[src/rtl/core/efg_pkg.sv]
// ----------------------------------------------------------------------------
// Event flag group engine package
// Shared codes, types and default sizes of the event flag group engine.
// ----------------------------------------------------------------------------
package efg_pkg;

	// Default sizes, used as parameter defaults on the top level.
	localparam int GROUPS_DEF    = 4;
	localparam int WAITERS_DEF   = 8;
	localparam int FLAG_BITS_DEF = 32;

	// Fixed field widths of the request and result channels.
	localparam int MODE_W   = 2;
	localparam int GROUP_W  = 2;
	localparam int MASK_W   = 32;
	localparam int TASK_W   = 8;
	localparam int FLAG_W   = 32;
	localparam int STATUS_W = 2;
	localparam int GIU_W    = 3;

	localparam logic [GIU_W-1:0] GIU_RESET = 3'd4;

	// Request operation codes; the unused code falls to a default arm.
	typedef enum logic [MODE_W-1:0] {
		MODE_SET  = 2'd0,
		MODE_CLR  = 2'd1,
		MODE_WAIT = 2'd2
	} mode_t;

	// Result status codes.
	typedef enum logic [STATUS_W-1:0] {
		ST_DONE    = 2'd0,
		ST_BLOCKED = 2'd1,
		ST_FULL    = 2'd2,
		ST_NOGRP   = 2'd3
	} status_t;

	// Result kinds.
	localparam logic KIND_RESULT  = 1'b0;
	localparam logic KIND_RELEASE = 1'b1;

	// Sequencer states, one-hot.
	typedef enum logic [4:0] {
		S_IDLE = 5'b00001,
		S_LOAD = 5'b00010,
		S_WRD  = 5'b00100,
		S_WEV  = 5'b01000,
		S_FIN  = 5'b10000
	} state_t;

endpackage

[src/rtl/core/efg_waiter_ram.sv]
// ----------------------------------------------------------------------------
// Event flag group waiter memory
// One write port and one registered read port holding the waiter entries.
// ----------------------------------------------------------------------------
module efg_waiter_ram #(
	parameter int DEPTH = efg_pkg::GROUPS_DEF * efg_pkg::WAITERS_DEF,
	parameter int DW    = 1 + efg_pkg::TASK_W + efg_pkg::FLAG_BITS_DEF,
	localparam int AW   = (DEPTH > 1) ? $clog2(DEPTH) : 1
) (
	input  logic          clk,
	input  logic          we,
	input  logic [AW-1:0] waddr,
	input  logic [DW-1:0] wdata,
	input  logic          re,
	input  logic [AW-1:0] raddr,
	output logic [DW-1:0] rdata
);

	logic [DW-1:0] mem [DEPTH];
	logic [DW-1:0] rdata_q;

	// Write port.
	always_ff @(posedge clk) begin
		if (we) begin
			mem[waddr] <= wdata;
		end
	end

	// Registered read port.
	always_ff @(posedge clk) begin
		if (re) begin
			rdata_q <= mem[raddr];
		end
	end

	assign rdata = rdata_q;

endmodule

[src/rtl/core/event_flag_group_engine.sv]
// ----------------------------------------------------------------------------
// Event flag group engine
// Event flag groups with ordered tables of blocked waiters, as an RTOS
// offload: set, clear and wait requests, release reports for waiters.
// ----------------------------------------------------------------------------
//
//  Channel   Direction  Handshake             Payload
//  --------  ---------  --------------------  -----------------------------------
//  request   in         in_valid / in_stall   mode, group, mask, all_bits, task_id
//  result    out        out_valid / out_stall kind, released_task, flag_word,
//                                             status, last
//  config    in         cfg_we                cfg_wdata (groups_in_use)
//
// A clear, a wait, an unknown group, an unused code or a set on a group with
// no stored waiters is captured at accept, together with its group entry, and
// ends in one sequencer step, S_LOAD. A set on a group with N > 0 stored
// waiters then walks them through S_WRD and S_WEV and ends in S_FIN, since
// each waiter is read from the waiter memory and then tested against the
// flags by the one shared compare unit. A stalled result holds the sequencer
// at its next result. Reset clears the group valid bits, so flags and fill
// counts read as zero at once; there is no clearing pass.
// ----------------------------------------------------------------------------
module event_flag_group_engine #(
	parameter int GROUPS    = efg_pkg::GROUPS_DEF,
	parameter int WAITERS   = efg_pkg::WAITERS_DEF,
	parameter int FLAG_BITS = efg_pkg::FLAG_BITS_DEF
) (
	input  logic                         clk,
	input  logic                         arst_n,
	// Configuration port.
	input  logic                         cfg_we,
	input  logic [efg_pkg::GIU_W-1:0]    cfg_wdata,
	// Request channel.
	input  logic                         in_valid,
	output logic                         in_stall,
	input  logic [efg_pkg::MODE_W-1:0]   mode,
	input  logic [efg_pkg::GROUP_W-1:0]  group,
	input  logic [efg_pkg::MASK_W-1:0]   mask,
	input  logic                         all_bits,
	input  logic [efg_pkg::TASK_W-1:0]   task_id,
	// Result channel.
	output logic                         out_valid,
	input  logic                         out_stall,
	output logic                         kind,
	output logic [efg_pkg::TASK_W-1:0]   released_task,
	output logic [efg_pkg::FLAG_W-1:0]   flag_word,
	output logic [efg_pkg::STATUS_W-1:0] status,
	output logic                         last
);

	import efg_pkg::*;

	localparam int DEPTH = GROUPS * WAITERS;
	localparam int AW    = (DEPTH > 1) ? $clog2(DEPTH) : 1;
	localparam int GW    = (GROUPS > 1) ? $clog2(GROUPS) : 1;
	localparam int CW    = $clog2(WAITERS + 1);
	localparam int FB    = FLAG_BITS;

	typedef struct packed {
		logic [CW-1:0] cnt;
		logic [FB-1:0] flags;
	} grp_ent_t;

	typedef struct packed {
		logic              all;
		logic [TASK_W-1:0] tsk;
		logic [FB-1:0]     msk;
	} waiter_t;

	localparam int WDW = $bits(waiter_t);

	// Test a waiter condition against a flag word.
	function automatic logic wait_met(input logic [FB-1:0] f, input logic [FB-1:0] m,
			input logic a);
		logic hit;
		hit = a ? ((f & m) == m) : ((f & m) != '0);
		return hit;
	endfunction

	state_t              state_q, state_d;
	logic [GIU_W-1:0]    giu_q;
	logic [MODE_W-1:0]   mode_q;
	logic [GROUP_W-1:0]  grp_q;
	logic [FB-1:0]       mask_q;
	logic                all_q;
	logic [TASK_W-1:0]   task_q;
	logic                found_q;
	logic [FB-1:0]       flags_q, flags_d;
	logic [CW-1:0]       cnt_q, cnt_d;
	logic [CW-1:0]       idx_q, idx_d;
	logic [CW-1:0]       wcnt_q, wcnt_d;

	logic                out_valid_q;
	logic                kind_q;
	logic [TASK_W-1:0]   task_out_q;
	logic [FLAG_W-1:0]   flag_out_q;
	logic [STATUS_W-1:0] status_q;
	logic                last_q;

	grp_ent_t            grp_mem [GROUPS];
	logic [GROUPS-1:0]   grp_vld_q;
	grp_ent_t            grp_rd_q;
	logic                grp_hit_q;

	logic                in_acc;
	logic                out_free;
	logic [GW-1:0]       gidx_in;
	logic [GW-1:0]       gidx;
	logic                found_in;
	logic [FB-1:0]       cur_flags;
	logic [CW-1:0]       cur_cnt;

	logic [FB-1:0]       cmp_f;
	logic [FB-1:0]       cmp_m;
	logic                cmp_a;
	logic                cmp_hit;

	logic                emit;
	logic                o_kind;
	logic [TASK_W-1:0]   o_task;
	logic [FB-1:0]       o_flags;
	status_t             o_status;
	logic                o_last;

	logic                gw_en;
	logic [CW-1:0]       gw_cnt;
	logic [FB-1:0]       gw_flags;
	logic                ww_en;
	logic [AW-1:0]       ww_addr;
	waiter_t             ww_data;
	logic                wr_en;
	logic [AW-1:0]       wr_addr;
	waiter_t             wr_data;
	logic [WDW-1:0]      wr_raw;

	// Request handshake: one request at a time through the sequencer.
	assign in_stall = (state_q != S_IDLE);
	assign in_acc   = in_valid && !in_stall;
	assign out_free = !out_valid_q || !out_stall;

	// Group lookup for the incoming request.
	assign gidx_in  = GW'(group);
	assign gidx     = GW'(grp_q);
	assign found_in = ({1'b0, group} < giu_q) && (7'(group) < 7'(GROUPS));

	// A group never written reads as zero flags and no waiters.
	assign cur_flags = grp_hit_q ? grp_rd_q.flags : '0;
	assign cur_cnt   = grp_hit_q ? grp_rd_q.cnt : '0;

	assign wr_data = waiter_t'(wr_raw);

	// Shared compare unit: the waiter walk feeds it the stored waiter, the
	// group step feeds it the captured wait request.
	assign cmp_f   = (state_q == S_WEV) ? flags_q : cur_flags;
	assign cmp_m   = (state_q == S_WEV) ? wr_data.msk : mask_q;
	assign cmp_a   = (state_q == S_WEV) ? wr_data.all : all_q;
	assign cmp_hit = wait_met(cmp_f, cmp_m, cmp_a);

	// Sequencer.
	always_comb begin
		state_d  = state_q;
		flags_d  = flags_q;
		cnt_d    = cnt_q;
		idx_d    = idx_q;
		wcnt_d   = wcnt_q;
		emit     = 1'b0;
		o_kind   = KIND_RESULT;
		o_task   = '0;
		o_flags  = flags_q;
		o_status = ST_DONE;
		o_last   = 1'b1;
		gw_en    = 1'b0;
		gw_cnt   = cnt_q;
		gw_flags = flags_q;
		ww_en    = 1'b0;
		ww_addr  = AW'(int'(gidx) * WAITERS + int'(wcnt_q));
		ww_data  = wr_data;
		wr_en    = 1'b0;
		wr_addr  = AW'(int'(gidx) * WAITERS + int'(idx_q));
		case (state_q)
			S_IDLE: begin
				if (in_acc) begin
					state_d = S_LOAD;
				end
			end
			S_LOAD: begin
				if (out_free) begin
					state_d = S_IDLE;
					if (!found_q) begin
						emit     = 1'b1;
						o_flags  = '0;
						o_status = ST_NOGRP;
					end else begin
						case (mode_t'(mode_q))
							MODE_SET: begin
								flags_d = cur_flags | mask_q;
								cnt_d   = cur_cnt;
								idx_d   = '0;
								wcnt_d  = '0;
								if (cur_cnt == '0) begin
									emit     = 1'b1;
									o_flags  = cur_flags | mask_q;
									gw_en    = 1'b1;
									gw_cnt   = '0;
									gw_flags = cur_flags | mask_q;
								end else begin
									state_d = S_WRD;
								end
							end
							MODE_CLR: begin
								emit     = 1'b1;
								o_flags  = cur_flags & ~mask_q;
								gw_en    = 1'b1;
								gw_cnt   = cur_cnt;
								gw_flags = cur_flags & ~mask_q;
							end
							MODE_WAIT: begin
								emit = 1'b1;
								if (cmp_hit) begin
									o_task   = task_q;
									o_flags  = cur_flags & ~mask_q;
									gw_en    = 1'b1;
									gw_cnt   = cur_cnt;
									gw_flags = cur_flags & ~mask_q;
								end else if (cur_cnt < CW'(WAITERS)) begin
									o_flags     = cur_flags;
									o_status    = ST_BLOCKED;
									ww_en       = 1'b1;
									ww_addr     = AW'(int'(gidx) * WAITERS + int'(cur_cnt));
									ww_data.all = all_q;
									ww_data.tsk = task_q;
									ww_data.msk = mask_q;
									gw_en       = 1'b1;
									gw_cnt      = cur_cnt + CW'(1);
									gw_flags    = cur_flags;
								end else begin
									o_flags  = cur_flags;
									o_status = ST_FULL;
								end
							end
							default: begin
								emit    = 1'b1;
								o_flags = cur_flags;
							end
						endcase
					end
				end
			end
			S_WRD: begin
				wr_en   = 1'b1;
				state_d = S_WEV;
			end
			S_WEV: begin
				if (out_free) begin
					idx_d   = idx_q + CW'(1);
					state_d = ((idx_q + CW'(1)) == cnt_q) ? S_FIN : S_WRD;
					if (cmp_hit) begin
						flags_d = flags_q & ~wr_data.msk;
						emit    = 1'b1;
						o_kind  = KIND_RELEASE;
						o_task  = wr_data.tsk;
						o_flags = flags_q & ~wr_data.msk;
						o_last  = 1'b0;
					end else begin
						// Survivors move down to keep the table packed.
						ww_en  = 1'b1;
						wcnt_d = wcnt_q + CW'(1);
					end
				end
			end
			S_FIN: begin
				if (out_free) begin
					emit     = 1'b1;
					gw_en    = 1'b1;
					gw_cnt   = wcnt_q;
					gw_flags = flags_q;
					state_d  = S_IDLE;
				end
			end
			default: begin
				state_d = S_IDLE;
			end
		endcase
	end

	// Control registers.
	always_ff @(posedge clk or negedge arst_n) begin
		if (!arst_n) begin
			state_q     <= S_IDLE;
			giu_q       <= GIU_RESET;
			out_valid_q <= 1'b0;
			grp_vld_q   <= '0;
		end else begin
			state_q <= state_d;
			if (cfg_we) begin
				giu_q <= cfg_wdata;
			end
			if (emit) begin
				out_valid_q <= 1'b1;
			end else if (!out_stall) begin
				out_valid_q <= 1'b0;
			end
			if (gw_en) begin
				grp_vld_q[gidx] <= 1'b1;
			end
		end
	end

	// Request capture and working registers.
	always_ff @(posedge clk) begin
		if (in_acc) begin
			mode_q    <= mode;
			grp_q     <= group;
			mask_q    <= FB'(mask);
			all_q     <= all_bits;
			task_q    <= task_id;
			found_q   <= found_in;
			grp_rd_q  <= grp_mem[gidx_in];
			grp_hit_q <= grp_vld_q[gidx_in];
		end
		flags_q <= flags_d;
		cnt_q   <= cnt_d;
		idx_q   <= idx_d;
		wcnt_q  <= wcnt_d;
	end

	// Group entry memory write.
	always_ff @(posedge clk) begin
		if (gw_en) begin
			grp_mem[gidx] <= {gw_cnt, gw_flags};
		end
	end

	// Result register.
	always_ff @(posedge clk) begin
		if (emit) begin
			kind_q     <= o_kind;
			task_out_q <= o_task;
			flag_out_q <= FLAG_W'(o_flags);
			status_q   <= o_status;
			last_q     <= o_last;
		end
	end

	// Waiter table storage.
	efg_waiter_ram #(
		.DEPTH (DEPTH),
		.DW    (WDW)
	) u_waiter_ram (
		.clk   (clk),
		.we    (ww_en),
		.waddr (ww_addr),
		.wdata (ww_data),
		.re    (wr_en),
		.raddr (wr_addr),
		.rdata (wr_raw)
	);

	assign out_valid     = out_valid_q;
	assign kind          = kind_q;
	assign released_task = task_out_q;
	assign flag_word     = flag_out_q;
	assign status        = status_q;
	assign last          = last_q;

endmodule
[config.mk]
export PLATFORM = sky130hd
export DESIGN_NAME = event_flag_group_engine
export DESIGN_NICKNAME = d
export VERILOG_FILES = /design/src/rtl/core/efg_pkg.sv /design/src/rtl/core/efg_waiter_ram.sv /design/src/rtl/core/event_flag_group_engine.sv
export SDC_FILE = /design/constraint.sdc
export NUM_CORES = 2
export LEC_CHECK = 0
export BUFFER_PORTS_ARGS = -buffer_cell sky130_fd_sc_hd__buf_4
export CORE_MARGIN = 1.5
export CORE_UTILIZATION = 55
export DETAILED_ROUTE_END_ITERATION = 10
export PLACE_DENSITY_LB_ADDON = 0.15
export REMOVE_ABC_BUFFERS = 1
export SETUP_SLACK_MARGIN = 0.2
export SLEW_MARGIN = 0
export SYNTH_ARGS = -nofsm -noshare
export SYNTH_HDL_FRONTEND = slang
export SYNTH_HIERARCHICAL = 1
export SYNTH_SLANG_ARGS = --single-unit
[constraint.sdc]
create_clock -name clk -period 5 [get_ports clk]
set_input_delay 0.75 -clock clk [delete_from_list [all_inputs] [get_ports clk]]
set_output_delay 0.75 -clock clk [all_outputs]
set_load 0.01 [all_outputs]
==> flow_summary.toml <==
[grt]
grt_pass1_vias = 39000
grtUsageMet1_pct = 44.0
gr-total-overflow = 0
grt_util_met2_pct = 45.6
grt_max_degree = 109
busiest_layer = "met2"
antenna_found_initial = 7
met3_usage_pct = 5.31
track_usage_pct = 29.9
grt_pass1_wl_um = 280000

[sta]
slew_headroom_pct = 29.3
hold_viol = 0
fin_crit_ns = 4.61
period_share_pct = 92.2
worst_pin_slew_ns = 1.06
setup_viol = 0
whs_ns = 0.118
fmaxAchievable_ghz = 0.217
finalClockSkew_ns = 0.0392
report.final.slew_viol_count = 0
rsz0062_at_grt = "no"

[floorplanning]
io_pins = 99
die_area_mm2 = 0.129
initial_core_util_pct = 55.6
core_mm2 = 0.126
rows = 130
die_x_um = 360
die_y_um = 360

[routing]
drtIter0Drc = 5514
post-route-drc-count = 0
routed-via-count = 41300
wl_per_cell_um = 30.8
via_per_inst = 6.52
wirelength_um = 195000
ant_nets = 0
drt_pass1_iterations = 6

[placed_design]
place_congestion = 0.957
place_hpwl_um = 122000
io_buffers = 98

[clocking]
cts_root_buf = "clkbuf_16"
cts_htree_levels = 4
clock-sinks = 1681
post_cts_buffers = 0
cts_made_buffers = 171
cts_resized = 0
clkTransAtPathRegs_ns = 0.06
ctsHoldBuffers = 1
clock_latency_ns = 0.81
cts_buffer_depth = 3
tritoncts = "done"

[outcome]
status = "completed"

[logic_synthesis]
synth_top_area_share_pct = 71.6
synth_most_common_cell = "edfxtp_1"
synthTopCellsByCount = "1668 x edfxtp_1, 662 x mux2i_1, 346 x a21oi_1, 223 x nand2_1, 158 x a22oi_1"
syn_avg_cell_area_um2 = 15.9
syn_area_mm2 = 0.0699
synth-seq-cells = 1681
yosys_warnings = 6
synthFlopType = "edfxtp_1"
synth_cell_type_count = 75
synth_seq_area_share_pct = 72.1
synth.largest_area_cell = "edfxtp_1"
synthTopCellsByArea = "edfxtp_1 72%, mux2i_1 9.5%, a21oi_1 2.5%, a22oi_1 1.7%, nand2_1 1.2%"
synthArstFlopShare_pct = 0.773
netlist_instances = 4392
synth-edff-count = 1668

[setup_path]
crit_fanout = 15
crit_arrival_ns = 5.11
required_ns = 5.50
worst_setup_path_end_kind = "flip-flop"
critPathKind = "flip-flop to flip-flop"
critPathLaunchType = "flip-flop"

[power_and_ir_drop]
power.share.switching_pct = 25.5
p_leak_uw = 0.0254
clkPwrFrac_pct = 39.2
power_frac_seq_pct = 50.1
power_density_mw_per_mm2 = 410
peakVddDrop_mv = 0.361
p_int_uw = 24100
p_switching_uw = 8250
p_total_uw = 32300
combPwrFrac_pct = 10.8

[layout]
drive_above_1_share_pct = 14.9
area_growth_syn_to_layout_pct = 12.8
final_core_util_pct = 62.7
num_antenna_cells = 0
nNetsFinal = 4612

[flow_run]
drv_cap = 0

[min_path]
worstHoldPathType = "primary input to flip-flop"
## layout by cell type, fill, tap and decap left out, types with 70 or more instances in the layout
cell | netlist | routed
a21oi_1 | 346 | 345
nor3_1 | 84 | 84
clkbuf_16 | 0 | 172
buf_4 | 38 | 224
edfxtp_1 | 1668 | 1668
inv_1 | 72 | 70
nand3_1 | 136 | 135
a22o_1 | 93 | 93
mux2i_1 | 662 | 659
a22oi_1 | 158 | 158
nand2_1 | 223 | 221
## final timing paths
| check | startpoint | end | slack (ns) | cells past startpoint |
|---|---|---|---|---|
| setup / recovery | state_q[4] | u_waiter_ram/mem[20][2] | 0.39 | 12 |
| hold / removal | task_id[4] | task_q[4] | 0.12 | 1 |
| setup reg to reg | state_q[4] | u_waiter_ram/mem[20][2] | 0.39 | 12 |
| hold reg to reg | grp_vld_q[2] | grp_vld_q[2] | 0.47 | 1 |
| max in group asynchronous | arst_n | giu_q[2] | 4.42 | 2 |
| min in group asynchronous | arst_n | grp_vld_q[2] | 0.35 | 2 |
## area by class of cell
type	count	area (µm²)
clock buffers	206	4450
inverters	73	277
multi-input cells	2364	18200
repair buffers	261	2410
clock inverters	107	1100
flip-flops and latches	1681	50400
well taps	1650	2060
fillers	9167	47000
## cells by family after synthesis
logic type      after synthesis  synth area share, %
xor+xnor                     10                0.125
mux                         741                 11.3
flops                      1681                 72.1
simple gates                641                 4.32
buf+inv                     347                 2.43
fa+ha+maj                     7                0.125
compound gates              965                 9.56
## sequential cells by signal (all words and copies together), names as in the netlist, 5 cells and up
| signal | cells |
|---|---|
| grp_rd_q | 36 |
| mask_q | 32 |
| released_task | 8 |
| u_waiter_ram/mem | 1312 |
| flags_q | 32 |
| task_q | 8 |
| state_q | 5 |
| grp_mem | 144 |
| u_waiter_ram/rdata | 41 |
| flag_word | 32 |
## through the flow
step / worst slack [ns] / cells / cell area (µm²) / TNS, ns
3_5_place_dp: 0.437 / 6028 / 73400 / 0
3_3_place_gp: 0.478 / 6028 / 73400 / 0
4_1_cts: 0.416 / 6342 / 78900 / 0
5_1_grt: 0.320 / 6342 / 78900 / 0
6_report: 0.388 / 6342 / 78900 / 0
2_1_floorplan: -17.75 / 4118 / 68500 / -6453.64
## power by group through the flow
stage | sequential, µW | clock [µW] | combinational, µW
4_1_cts | 16200 | 12800 | 3400
6_report | 16200 | 12700 | 3480
2_1_floorplan | 16400 | 0 | 1920
5_1_grt | 16200 | 13300 | 3650
3_5_place_dp | 16500 | 0 | 3380
3_3_place_gp | 16500 | 0 | 3370
## critical path, cell delays in order (launching register included)
cell and delay (ns):
dfrtp_1 0.42, or3_4 0.43, nor3b_4 0.42, buf_4 0.23
nor4_1 0.06, nor2_1 0.24, o32ai_4 0.12, nor2_2 0.43
nor3_4 0.11, mux2_2 0.32, or3b_2 0.73, nor2_4 0.54
buf_12 0.22
## per-layer routing
metal	routed length, µm	share of wire [%]	vias to the layer above
met5	17	0.0087	-
met1	81000	42	21000
met2	89500	46	2224
li1	-	-	17800
met4	6210	3.2	2
met3	18400	9.4	328
Power figures use the tool's default switching activity.
